--- src/design/lsmp_pkg.sv ---
`timescale 1ns / 1ps
`default_nettype none
// ----------------------------------------------------------------------------
// lsmp_pkg
// Types, register indexes, arc-tangent table and rounding helpers shared by
// the laser scan projection block and its CORDIC unit.
// ----------------------------------------------------------------------------
package lsmp_pkg;

    localparam int CORDIC_STEPS = 16;

    typedef logic signed [33:0] t_cdata;   // CORDIC x/y, Q1.30 with headroom
    typedef logic signed [32:0] t_zdata;   // residual angle, turn/2^32
    typedef logic signed [17:0] t_coord;   // x or y in 1/1024 m
    typedef logic        [35:0] t_dist;    // squared distance, 1/2^20 m^2
    typedef logic        [3:0]  t_iter;

    localparam t_cdata CORDIC_GAIN_INV = 34'sd652032874;
    localparam t_dist  REAR_LIMIT_SQ   = 36'd524288;

    // Configuration register indexes.
    localparam logic [7:0] CFG_ANGLE_START  = 8'd0;
    localparam logic [7:0] CFG_ANGLE_STEP   = 8'd1;
    localparam logic [7:0] CFG_RANGE_MIN    = 8'd2;
    localparam logic [7:0] CFG_RANGE_CUTOFF = 8'd3;
    localparam logic [7:0] CFG_MIN_DIST_SQ  = 8'd4;
    localparam logic [7:0] CFG_MAX_DIST_SQ  = 8'd5;
    localparam logic [7:0] CFG_SCALE        = 8'd6;
    localparam logic [7:0] CFG_PRESERVE     = 8'd7;

    typedef enum logic [3:0] {
        ST_IDLE,
        ST_CORDIC,
        ST_MUL_XC,
        ST_MUL_YS,
        ST_SQ_X,
        ST_SQ_Y,
        ST_SC_X,
        ST_SC_Y,
        ST_FINISH,
        ST_OUT
    } t_state;

    function automatic t_zdata atan_lut(input t_iter i);
        t_zdata v;
        unique case (i)
            4'd0:    v = 33'sh020000000;
            4'd1:    v = 33'sh012E4051E;
            4'd2:    v = 33'sh009FB385B;
            4'd3:    v = 33'sh0051111D4;
            4'd4:    v = 33'sh0028B0D43;
            4'd5:    v = 33'sh00145D7E1;
            4'd6:    v = 33'sh000A2F61E;
            4'd7:    v = 33'sh000517C55;
            4'd8:    v = 33'sh00028BE53;
            4'd9:    v = 33'sh000145F2F;
            4'd10:   v = 33'sh0000A2F98;
            4'd11:   v = 33'sh0000517CC;
            4'd12:   v = 33'sh000028BE6;
            4'd13:   v = 33'sh0000145F3;
            4'd14:   v = 33'sh000000A2FA;
            default: v = 33'sh00000517D;
        endcase
        return v;
    endfunction

    // Round a product of x or y by the Q8.8 scale to Q12.4 cells, saturating.
    function automatic logic [15:0] to_cells(input logic signed [51:0] prod);
        logic signed [51:0] sum;
        logic signed [37:0] p;
        sum = prod + 52'sd8192;
        p   = sum[51:14];
        priority if (p > 38'sd32767) begin
            return 16'h7FFF;
        end else if (p < -38'sd32768) begin
            return 16'h8000;
        end else begin
            return p[15:0];
        end
    endfunction

endpackage
`default_nettype wire

--- src/design/lsmp_cordic.sv ---
`timescale 1ns / 1ps
`default_nettype none
// ----------------------------------------------------------------------------
// lsmp_cordic
// Iterative rotation-mode CORDIC: one micro-rotation per cycle, sixteen in
// all, giving gain-compensated cosine and sine in Q1.30 of a 16-bit angle.
// ----------------------------------------------------------------------------
module lsmp_cordic (
    input  wire logic            i_clk,
    input  wire logic            i_rst_n,
    input  wire logic            i_start,
    input  wire logic [15:0]     i_angle,
    output lsmp_pkg::t_cdata     o_cos,
    output lsmp_pkg::t_cdata     o_sin,
    output logic                 o_done
);

    localparam lsmp_pkg::t_iter LAST_ITER = 4'(lsmp_pkg::CORDIC_STEPS - 1);

    logic             r_busy, n_busy;
    logic             r_done, n_done;
    lsmp_pkg::t_iter  r_iter, n_iter;
    lsmp_pkg::t_cdata r_x, n_x, r_y, n_y;
    lsmp_pkg::t_zdata r_z, n_z;

    logic             flip;
    logic [15:0]      ang_rot;
    lsmp_pkg::t_cdata xs, ys;
    lsmp_pkg::t_zdata at;

    always_comb begin
        // Angles in the left half-plane are turned by half a turn and x starts
        // negated, so the iterations only ever cover +/- a quarter turn.
        flip    = i_angle[15] ^ i_angle[14];
        ang_rot = {i_angle[15] ^ flip, i_angle[14:0]};
        xs      = r_x >>> r_iter;
        ys      = r_y >>> r_iter;
        at      = lsmp_pkg::atan_lut(r_iter);

        n_busy = r_busy;
        n_done = 1'b0;
        n_iter = r_iter;
        n_x    = r_x;
        n_y    = r_y;
        n_z    = r_z;

        if (i_start) begin
            n_busy = 1'b1;
            n_iter = '0;
            n_x    = flip ? -lsmp_pkg::CORDIC_GAIN_INV : lsmp_pkg::CORDIC_GAIN_INV;
            n_y    = '0;
            n_z    = $signed({ang_rot[15], ang_rot, 16'h0000});
        end else if (r_busy) begin
            if (!r_z[32]) begin
                n_x = r_x - ys;
                n_y = r_y + xs;
                n_z = r_z - at;
            end else begin
                n_x = r_x + ys;
                n_y = r_y - xs;
                n_z = r_z + at;
            end
            n_iter = 4'(r_iter + 4'd1);
            if (r_iter == LAST_ITER) begin
                n_busy = 1'b0;
                n_done = 1'b1;
            end
        end
    end

    always_ff @(posedge i_clk) begin
        if (!i_rst_n) begin
            r_busy <= 1'b0;
            r_done <= 1'b0;
            r_iter <= '0;
        end else begin
            r_busy <= n_busy;
            r_done <= n_done;
            r_iter <= n_iter;
        end
    end

    always_ff @(posedge i_clk) begin
        r_x <= n_x;
        r_y <= n_y;
        r_z <= n_z;
    end

    assign o_cos  = r_x;
    assign o_sin  = r_y;
    assign o_done = r_done;

endmodule
`default_nettype wire

--- src/design/laser_scan_to_map_points.sv ---
`timescale 1ns / 1ps
`default_nettype none
// ----------------------------------------------------------------------------
// laser_scan_to_map_points
// Projects lidar range samples to map-cell coordinates with a shared CORDIC
// and one shared multiplier under a small sequencer.
// ----------------------------------------------------------------------------
// Each accepted word is one range sample; tuser set marks the first beam of a
// scan, which reloads the beam angle from angle_start and clears the beam
// number. A beam rejected by the range gate leaves the block idle and ready
// again at once. A beam that passes occupies the block for the accept step,
// the CORDIC micro-rotations and a step until their end is seen, then six
// passes through a single 34 x 18 bit multiplier (x, y, their squares and the
// two scalings), a decision step and the load of the output register. A beam
// that fails the distance checks skips that load. The result waits in that
// register, so a new beam can be taken while it is still unread; the load of
// the next result waits until the previous word has been read. Beams that
// fail the distance checks produce no word but still advance the angle and
// beam number. Configuration writes are always accepted and should only be
// issued while the block is idle.
// ----------------------------------------------------------------------------
module laser_scan_to_map_points #(
    parameter int MAX_BEAMS = 4096
) (
    input  wire logic        i_clk,
    input  wire logic        i_rst_n,
    // Configuration write channel.
    input  wire logic        i_cfg_valid,
    output logic             o_cfg_ready,
    input  wire logic [7:0]  i_cfg_index,
    input  wire logic [31:0] i_cfg_data,
    // Sample stream in.
    input  wire logic        s_axis_tvalid,
    output logic             s_axis_tready,
    input  wire logic [15:0] s_axis_tdata,    // [15:0] range_sample
    input  wire logic        s_axis_tuser,    // [0] first_beam
    // Point stream out.
    output logic             m_axis_tvalid,
    input  wire logic        m_axis_tready,
    output logic [47:0]      m_axis_tdata     // [15:0] map_x, [31:16] map_y,
                                              // [43:32] beam_number, rest zero
);

    // Configuration registers.
    logic [15:0] r_angle_start, r_angle_step, r_range_min, r_range_cutoff;
    logic [31:0] r_min_dist_sq, r_max_dist_sq;
    logic [15:0] r_scale;
    logic        r_preserve;

    // Beam tracking.
    logic [11:0] r_beam_count, n_beam_count;
    logic [15:0] r_beam_angle, n_beam_angle;

    lsmp_pkg::t_state r_state, n_state;

    logic [15:0]        r_range, n_range;
    logic [11:0]        r_idx, n_idx;
    logic signed [51:0] r_prod;
    lsmp_pkg::t_coord   r_x, n_x, r_y, n_y;
    lsmp_pkg::t_dist    r_d2, n_d2;
    logic [15:0]        r_cell_x, n_cell_x, r_cell_y, n_cell_y;
    logic               r_keep, n_keep;

    logic               r_m_valid, n_m_valid;
    logic [15:0]        r_out_x, n_out_x, r_out_y, n_out_y;
    logic [11:0]        r_out_n, n_out_n;

    // Shared multiplier.
    logic signed [33:0] mul_a;
    logic signed [17:0] mul_b;
    logic signed [51:0] mul_p;

    logic               cordic_start;
    logic [15:0]        cordic_angle;
    lsmp_pkg::t_cdata   cordic_cos, cordic_sin;
    logic               cordic_done;

    logic               in_accept;
    logic [12:0]        cnt_inc;
    logic signed [51:0] round_p;
    logic               range_ok;

    lsmp_cordic u_cordic (
        .i_clk   (i_clk),
        .i_rst_n (i_rst_n),
        .i_start (cordic_start),
        .i_angle (cordic_angle),
        .o_cos   (cordic_cos),
        .o_sin   (cordic_sin),
        .o_done  (cordic_done)
    );

    assign o_cfg_ready = 1'b1;

    always_ff @(posedge i_clk) begin
        if (!i_rst_n) begin
            r_angle_start  <= 16'd0;
            r_angle_step   <= 16'd64;
            r_range_min    <= 16'd102;
            r_range_cutoff <= 16'd6144;
            r_min_dist_sq  <= 32'd10486;
            r_max_dist_sq  <= 32'd943718400;
            r_scale        <= 16'd10240;
            r_preserve     <= 1'b0;
        end else if (i_cfg_valid) begin
            unique case (i_cfg_index)
                lsmp_pkg::CFG_ANGLE_START:  r_angle_start  <= i_cfg_data[15:0];
                lsmp_pkg::CFG_ANGLE_STEP:   r_angle_step   <= i_cfg_data[15:0];
                lsmp_pkg::CFG_RANGE_MIN:    r_range_min    <= i_cfg_data[15:0];
                lsmp_pkg::CFG_RANGE_CUTOFF: r_range_cutoff <= i_cfg_data[15:0];
                lsmp_pkg::CFG_MIN_DIST_SQ:  r_min_dist_sq  <= i_cfg_data;
                lsmp_pkg::CFG_MAX_DIST_SQ:  r_max_dist_sq  <= i_cfg_data;
                lsmp_pkg::CFG_SCALE:        r_scale        <= i_cfg_data[15:0];
                lsmp_pkg::CFG_PRESERVE:     r_preserve     <= i_cfg_data[0];
                default: ;
            endcase
        end
    end

    // Operand selection for the shared multiplier, by sequencer step.
    always_comb begin
        unique case (r_state)
            lsmp_pkg::ST_MUL_YS: begin
                mul_a = cordic_sin;
                mul_b = $signed({2'b00, r_range});
            end
            lsmp_pkg::ST_SQ_X: begin
                mul_a = $signed({{16{r_x[17]}}, r_x});
                mul_b = r_x;
            end
            lsmp_pkg::ST_SQ_Y: begin
                mul_a = $signed({{16{r_y[17]}}, r_y});
                mul_b = r_y;
            end
            lsmp_pkg::ST_SC_X: begin
                mul_a = $signed({{16{r_x[17]}}, r_x});
                mul_b = $signed({2'b00, r_scale});
            end
            lsmp_pkg::ST_SC_Y: begin
                mul_a = $signed({{16{r_y[17]}}, r_y});
                mul_b = $signed({2'b00, r_scale});
            end
            default: begin
                mul_a = cordic_cos;
                mul_b = $signed({2'b00, r_range});
            end
        endcase
    end

    assign mul_p = mul_a * mul_b;

    always_comb begin
        in_accept    = s_axis_tvalid && (r_state == lsmp_pkg::ST_IDLE);
        s_axis_tready = (r_state == lsmp_pkg::ST_IDLE);
        // Round r*cos or r*sin from Q1.30 to 1/1024 m.
        round_p      = r_prod + 52'sd536870912;
        cordic_start = 1'b0;
        cordic_angle = s_axis_tuser ? r_angle_start : r_beam_angle;
        cnt_inc      = '0;
        range_ok     = 1'b0;

        n_state      = r_state;
        n_beam_count = r_beam_count;
        n_beam_angle = r_beam_angle;
        n_range      = r_range;
        n_idx        = r_idx;
        n_x          = r_x;
        n_y          = r_y;
        n_d2         = r_d2;
        n_cell_x     = r_cell_x;
        n_cell_y     = r_cell_y;
        n_keep       = r_keep;
        n_m_valid    = r_m_valid && !m_axis_tready;
        n_out_x      = r_out_x;
        n_out_y      = r_out_y;
        n_out_n      = r_out_n;

        unique case (r_state)
            lsmp_pkg::ST_IDLE: begin
                if (in_accept) begin
                    n_idx        = s_axis_tuser ? 12'd0 : r_beam_count;
                    n_range      = s_axis_tdata;
                    n_beam_angle = 16'(cordic_angle + r_angle_step);
                    cnt_inc      = {1'b0, n_idx} + 13'd1;
                    n_beam_count = (int'(cnt_inc) >= MAX_BEAMS) ? 12'd0 : cnt_inc[11:0];
                    range_ok     = r_preserve || (s_axis_tdata < r_range_cutoff &&
                                                  s_axis_tdata >= r_range_min);
                    if (range_ok) begin
                        cordic_start = 1'b1;
                        n_state      = lsmp_pkg::ST_CORDIC;
                    end
                end
            end
            lsmp_pkg::ST_CORDIC: begin
                if (cordic_done) begin
                    n_state = lsmp_pkg::ST_MUL_XC;
                end
            end
            lsmp_pkg::ST_MUL_XC: n_state = lsmp_pkg::ST_MUL_YS;
            lsmp_pkg::ST_MUL_YS: begin
                n_x     = round_p[47:30];
                n_state = lsmp_pkg::ST_SQ_X;
            end
            lsmp_pkg::ST_SQ_X: begin
                n_y     = round_p[47:30];
                n_state = lsmp_pkg::ST_SQ_Y;
            end
            lsmp_pkg::ST_SQ_Y: begin
                n_d2    = r_prod[35:0];
                n_state = lsmp_pkg::ST_SC_X;
            end
            lsmp_pkg::ST_SC_X: begin
                n_d2    = r_d2 + r_prod[35:0];
                n_state = lsmp_pkg::ST_SC_Y;
            end
            lsmp_pkg::ST_SC_Y: begin
                n_cell_x = lsmp_pkg::to_cells(r_prod);
                // Inside the distance window, and not a close point behind.
                n_keep   = (r_d2 > {4'd0, r_min_dist_sq}) &&
                           (r_d2 < {4'd0, r_max_dist_sq}) &&
                           !(r_x[17] && (r_d2 < lsmp_pkg::REAR_LIMIT_SQ));
                n_state  = lsmp_pkg::ST_FINISH;
            end
            lsmp_pkg::ST_FINISH: begin
                n_cell_y = lsmp_pkg::to_cells(r_prod);
                n_state  = r_keep ? lsmp_pkg::ST_OUT : lsmp_pkg::ST_IDLE;
            end
            lsmp_pkg::ST_OUT: begin
                if (!r_m_valid || m_axis_tready) begin
                    n_m_valid = 1'b1;
                    n_out_x   = r_cell_x;
                    n_out_y   = r_cell_y;
                    n_out_n   = r_idx;
                    n_state   = lsmp_pkg::ST_IDLE;
                end
            end
            default: n_state = lsmp_pkg::ST_IDLE;
        endcase
    end

    always_ff @(posedge i_clk) begin
        if (!i_rst_n) begin
            r_state      <= lsmp_pkg::ST_IDLE;
            r_beam_count <= '0;
            r_beam_angle <= '0;
            r_m_valid    <= 1'b0;
        end else begin
            r_state      <= n_state;
            r_beam_count <= n_beam_count;
            r_beam_angle <= n_beam_angle;
            r_m_valid    <= n_m_valid;
        end
    end

    always_ff @(posedge i_clk) begin
        r_prod   <= mul_p;
        r_range  <= n_range;
        r_idx    <= n_idx;
        r_x      <= n_x;
        r_y      <= n_y;
        r_d2     <= n_d2;
        r_cell_x <= n_cell_x;
        r_cell_y <= n_cell_y;
        r_keep   <= n_keep;
        r_out_x  <= n_out_x;
        r_out_y  <= n_out_y;
        r_out_n  <= n_out_n;
    end

    assign m_axis_tvalid = r_m_valid;
    assign m_axis_tdata  = {4'd0, r_out_n, r_out_y, r_out_x};

endmodule
`default_nettype wire

--- config.mk ---
export PLATFORM = sky130hd
export DESIGN_NAME = laser_scan_to_map_points
export DESIGN_NICKNAME = d
export VERILOG_FILES = /design/src/design/lsmp_pkg.sv /design/src/design/lsmp_cordic.sv /design/src/design/laser_scan_to_map_points.sv
export SDC_FILE = /design/constraint.sdc
export NUM_CORES = 2
export LEC_CHECK = 0
export ABC_AREA = 1
export BUFFER_PORTS_ARGS = -buffer_cell sky130_fd_sc_hd__buf_2
export CORE_MARGIN = 4
export CORE_UTILIZATION = 45
export DETAILED_ROUTE_END_ITERATION = 7
export PLACE_DENSITY_LB_ADDON = 0.08
export SYNTH_ARGS = -nofsm -noshare
export SYNTH_HDL_FRONTEND = slang
export SYNTH_HIERARCHICAL = 1
export SYNTH_SLANG_ARGS = --single-unit
--- constraint.sdc ---
create_clock -name i_clk -period 21.1 [get_ports i_clk]
set_clock_uncertainty 0.15 [all_clocks]
set_input_delay 4.22 -clock i_clk [delete_from_list [all_inputs] [get_ports i_clk]]
set_output_delay 4.22 -clock i_clk [all_outputs]
set_load 0.005 [all_outputs]
==> reports/results.tsv <==
stage	metric	value	unit
place	numPortBuffers	107	
synth	async_reset_ff_share	0	%
finish	nets	8806	
drt	drt_wl_total	193000	µm
finish	finalNonFillerCells	9572	
finish	seqCellArea	13200	µm²
synth	synth_top_area_share	20.0	%
synth	synth_cell_types	73	
die	core_area	130000	µm²
drt	drc	0	
finish	diodes	0	
clock_network	cts-htree-levels	3	
worst_setup_path	crit_required	21.52	ns
die	die_w	370	µm
worst_setup_path	critical_path.most_common_cell	inv_1	
die	initial_core_util	45.4	%
place	place_hpwl	155000	µm
die	die-area	137000	µm²
synth	syn_inst	7754	
worst_setup_path	cp_slowest_cell	fa_1	
die	row_count	132	
drt	antenna_left	0	
worst_setup_path	startpoint_type	register	
worst_setup_path	r2r_cells	31	
worst_setup_path	cp-end-kind	register	
worst_setup_path	cp_max_fo	31	
synth	yosysTopAreaCell	fa_1	
timing	slew_headroom	28.7	%
timing	finalCriticalPeriod	9.36	ns
synth	syn_area_per_cell	7.61	µm²
synth	synthTopCellsByCount	nand2_1 (1613), inv_1 (1334), nor2_1 (772)	
timing	rsz0062_at_grt	no	
finish	fillers	13200	
worst_setup_path	reg2reg_to	r_prod[51]	
clock_network	postCtsSetupRepairBufs	0	
synth	ys_seq_area_share	22.3	%
worst_hold_path	min_to	r_out_y[13]	
global_routing	overflow	0	
clock_network	cts_buffers	70	
clock_network	cts-root-buf	clkbuf_16	
timing	final_max_slew_viol_count	0	
die	pin_count	113	
global_routing	grt_pass1_wl	302000	µm
clock_network	cts_sinks	544	
clock_network	insertion_delay	0.68	ns
timing	setup_viol	0	
drt	dr.pass1.iters	6	
finish	synthToLayoutAreaGrowth	7.49	%
worst_hold_path	hold_class	reg -> reg	
clock_network	clkTransAtPathRegs	0.06	ns
timing	finalCritPeriodShare	44.3	%
drt	wire_per_inst	20.2	µm
clock_network	ctsResizeCount	0	
worst_setup_path	cpPeakStageDelay	0.64	ns
worst_hold_path	holdPathStages	0	
synth	ys_top_cells_by_area	fa_1 (20%), edfxtp_1 (12%), dfxtp_1 (11%)	
synth	yosysWarningCount	6	
worst_setup_path	r2r-start	r_state[2]	
worst_setup_path	crit_type	reg -> reg	
worst_hold_path	min_from	r_cell_y[13]	
place	placedCellCount	9442	
drt	drt_iter0_drc	4186	
finish	multi_input_area	39400	µm²
drt	via_per_inst	5.37	
global_routing	antenna_found_initial	1	
worst_setup_path	cp.arrival	9.77	ns
outcome	status	finished, final reports clean	
clock_network	ctsHoldBuffers	0	
drt	dr_total_vias	51400	
global_routing	grt_pass1_vias	51300	
global_routing	grt.total_usage	28.3	%
synth	synth_most_common_cell	nand2_1	
global_routing	grt_max_degree	108	
die	die_y	370	µm
timing	tightestPinTransition	1.07	ns
timing	hold_viol_final	0	
finish	drive_gt1_share	6.46	%
synth	synth-edff-count	228	
clock_network	clock_path_buffers	3	
worst_setup_path	regToRegSetupSlack	11.74	ns
synth	ys.flop_type	dfxtp_1	
place	place.gp.congestion	0.955	
synth	synth-seq-cells	544	
timing	clock.fmax	107	MHz
clock_network	cts_tree	built	
flow_run	timing.max_cap.violations	0	
synth	syn_area	59000	µm²
timing	setup_tns	0	ns
-- per-stage QoR --
step	utilization [%]	area (µm²)	hold WS, ns	setup WS (ns)
5_1_grt	48.8	63400	0.246	10.99
6_report	48.8	63400	0.255	11.74
3_5_place_dp	47.0	61100	0.255	11.90
4_1_cts	48.8	63400	0.247	11.85
3_3_place_gp	47.0	61100	0.253	11.82
2_1_floorplan	-	59100	0.250	13.16
-- worst max-delay path, delay by kind of cell, from the launching register on --
family	cells	cell delay (ns)
adder cells (fa/ha/maj)	7	3.51
flip-flops	1	0.37
AO/OA/AOI/OAI	2	0.26
AND/OR/NAND/NOR	10	2.68
buffers and inverters	11	2.06
XOR/XNOR	1	0.19
-- worst max-delay path by stage --
stage | from | end | slack (ns) | cells after the start
2_1_floorplan | s_axis_tdata[15] | u_cordic/o_cos[0] | 13.16 | 11
3_3_place_gp | r_state[2] | r_prod[51] | 11.82 | 29
3_5_place_dp | r_state[2] | r_prod[51] | 11.90 | 31
4_1_cts | r_state[2] | r_prod[51] | 11.85 | 31
5_1_grt | r_state[2] | r_prod[51] | 10.99 | 31
6_report | r_state[2] | r_prod[51] | 11.74 | 31
-- state kept, by name, summed over array words and instances, names as in the netlist, 18 cells and up --
signal / cells
r_d2: 36
r_x: 18
r_prod: 52
r_min_dist_sq: 32
u_cordic/r_z: 33
r_max_dist_sq: 32
r_y: 18
u_cordic/o_sin: 34
u_cordic/at: 30
u_cordic/o_cos: 34
-- cell usage in the layout, fill, tap and decap left out, types with 16 or more instances in the layout --
master,count
a31oi_1,49
inv_2,43
nand3_1,431
nor4_1,22
o21ai_0,443
o21a_1,31
inv_1,1334
a21o_1,23
o211ai_1,43
a221oi_4,16
nand2_1,1613
o21bai_1,27
edfxtp_1,228
buf_2,106
a21oi_1,441
nand4_1,69
buf_4,69
dfxtp_1,312
clkbuf_16,73
nor2_1,767
conb_1,21
xnor2_1,90
xor2_1,177
nor2_2,26
o21ai_2,21
a21boi_0,19
fa_1,590
nand2_2,26
o22ai_1,23
nor3_1,59
o21ai_1,35
ha_1,382
-- routing by layer --
layer,vias up,track usage (%),part of all wire (%)
met5,-,0,0
met4,0,8.36,3.4
met3,337,4.31,6.1
met2,1610,47.0,47
met1,24800,38.3,44
li1,24700,-,-
-- area by class of cell --
type | instances | share of cell area, %
Inverter | 1392 | 8.27
Clock inverter | 35 | 0.629
Timing Repair Buffer | 175 | 1.65
Tap cell | 1742 | 3.44
Multi-Input combinational cell | 5589 | 62.1
Clock buffer | 95 | 3.12
Sequential cell | 544 | 20.8
-- kinds of logic after synthesis --
family / after synthesis / share of synthesized area (%)
compound gates: 1249 / 12.7
mux: 1 / 0.0170
xor+xnor: 267 / 3.96
fa+ha+maj: 972 / 28.1
flops: 544 / 22.3
simple gates: 3079 / 21.8
other cells: 2 / 0.0127
buf+inv: 1640 / 11.1
Power is left out: the tool's default activity adds up to more than one toggle a clock period on the data nets, which glitch-free logic cannot reach.
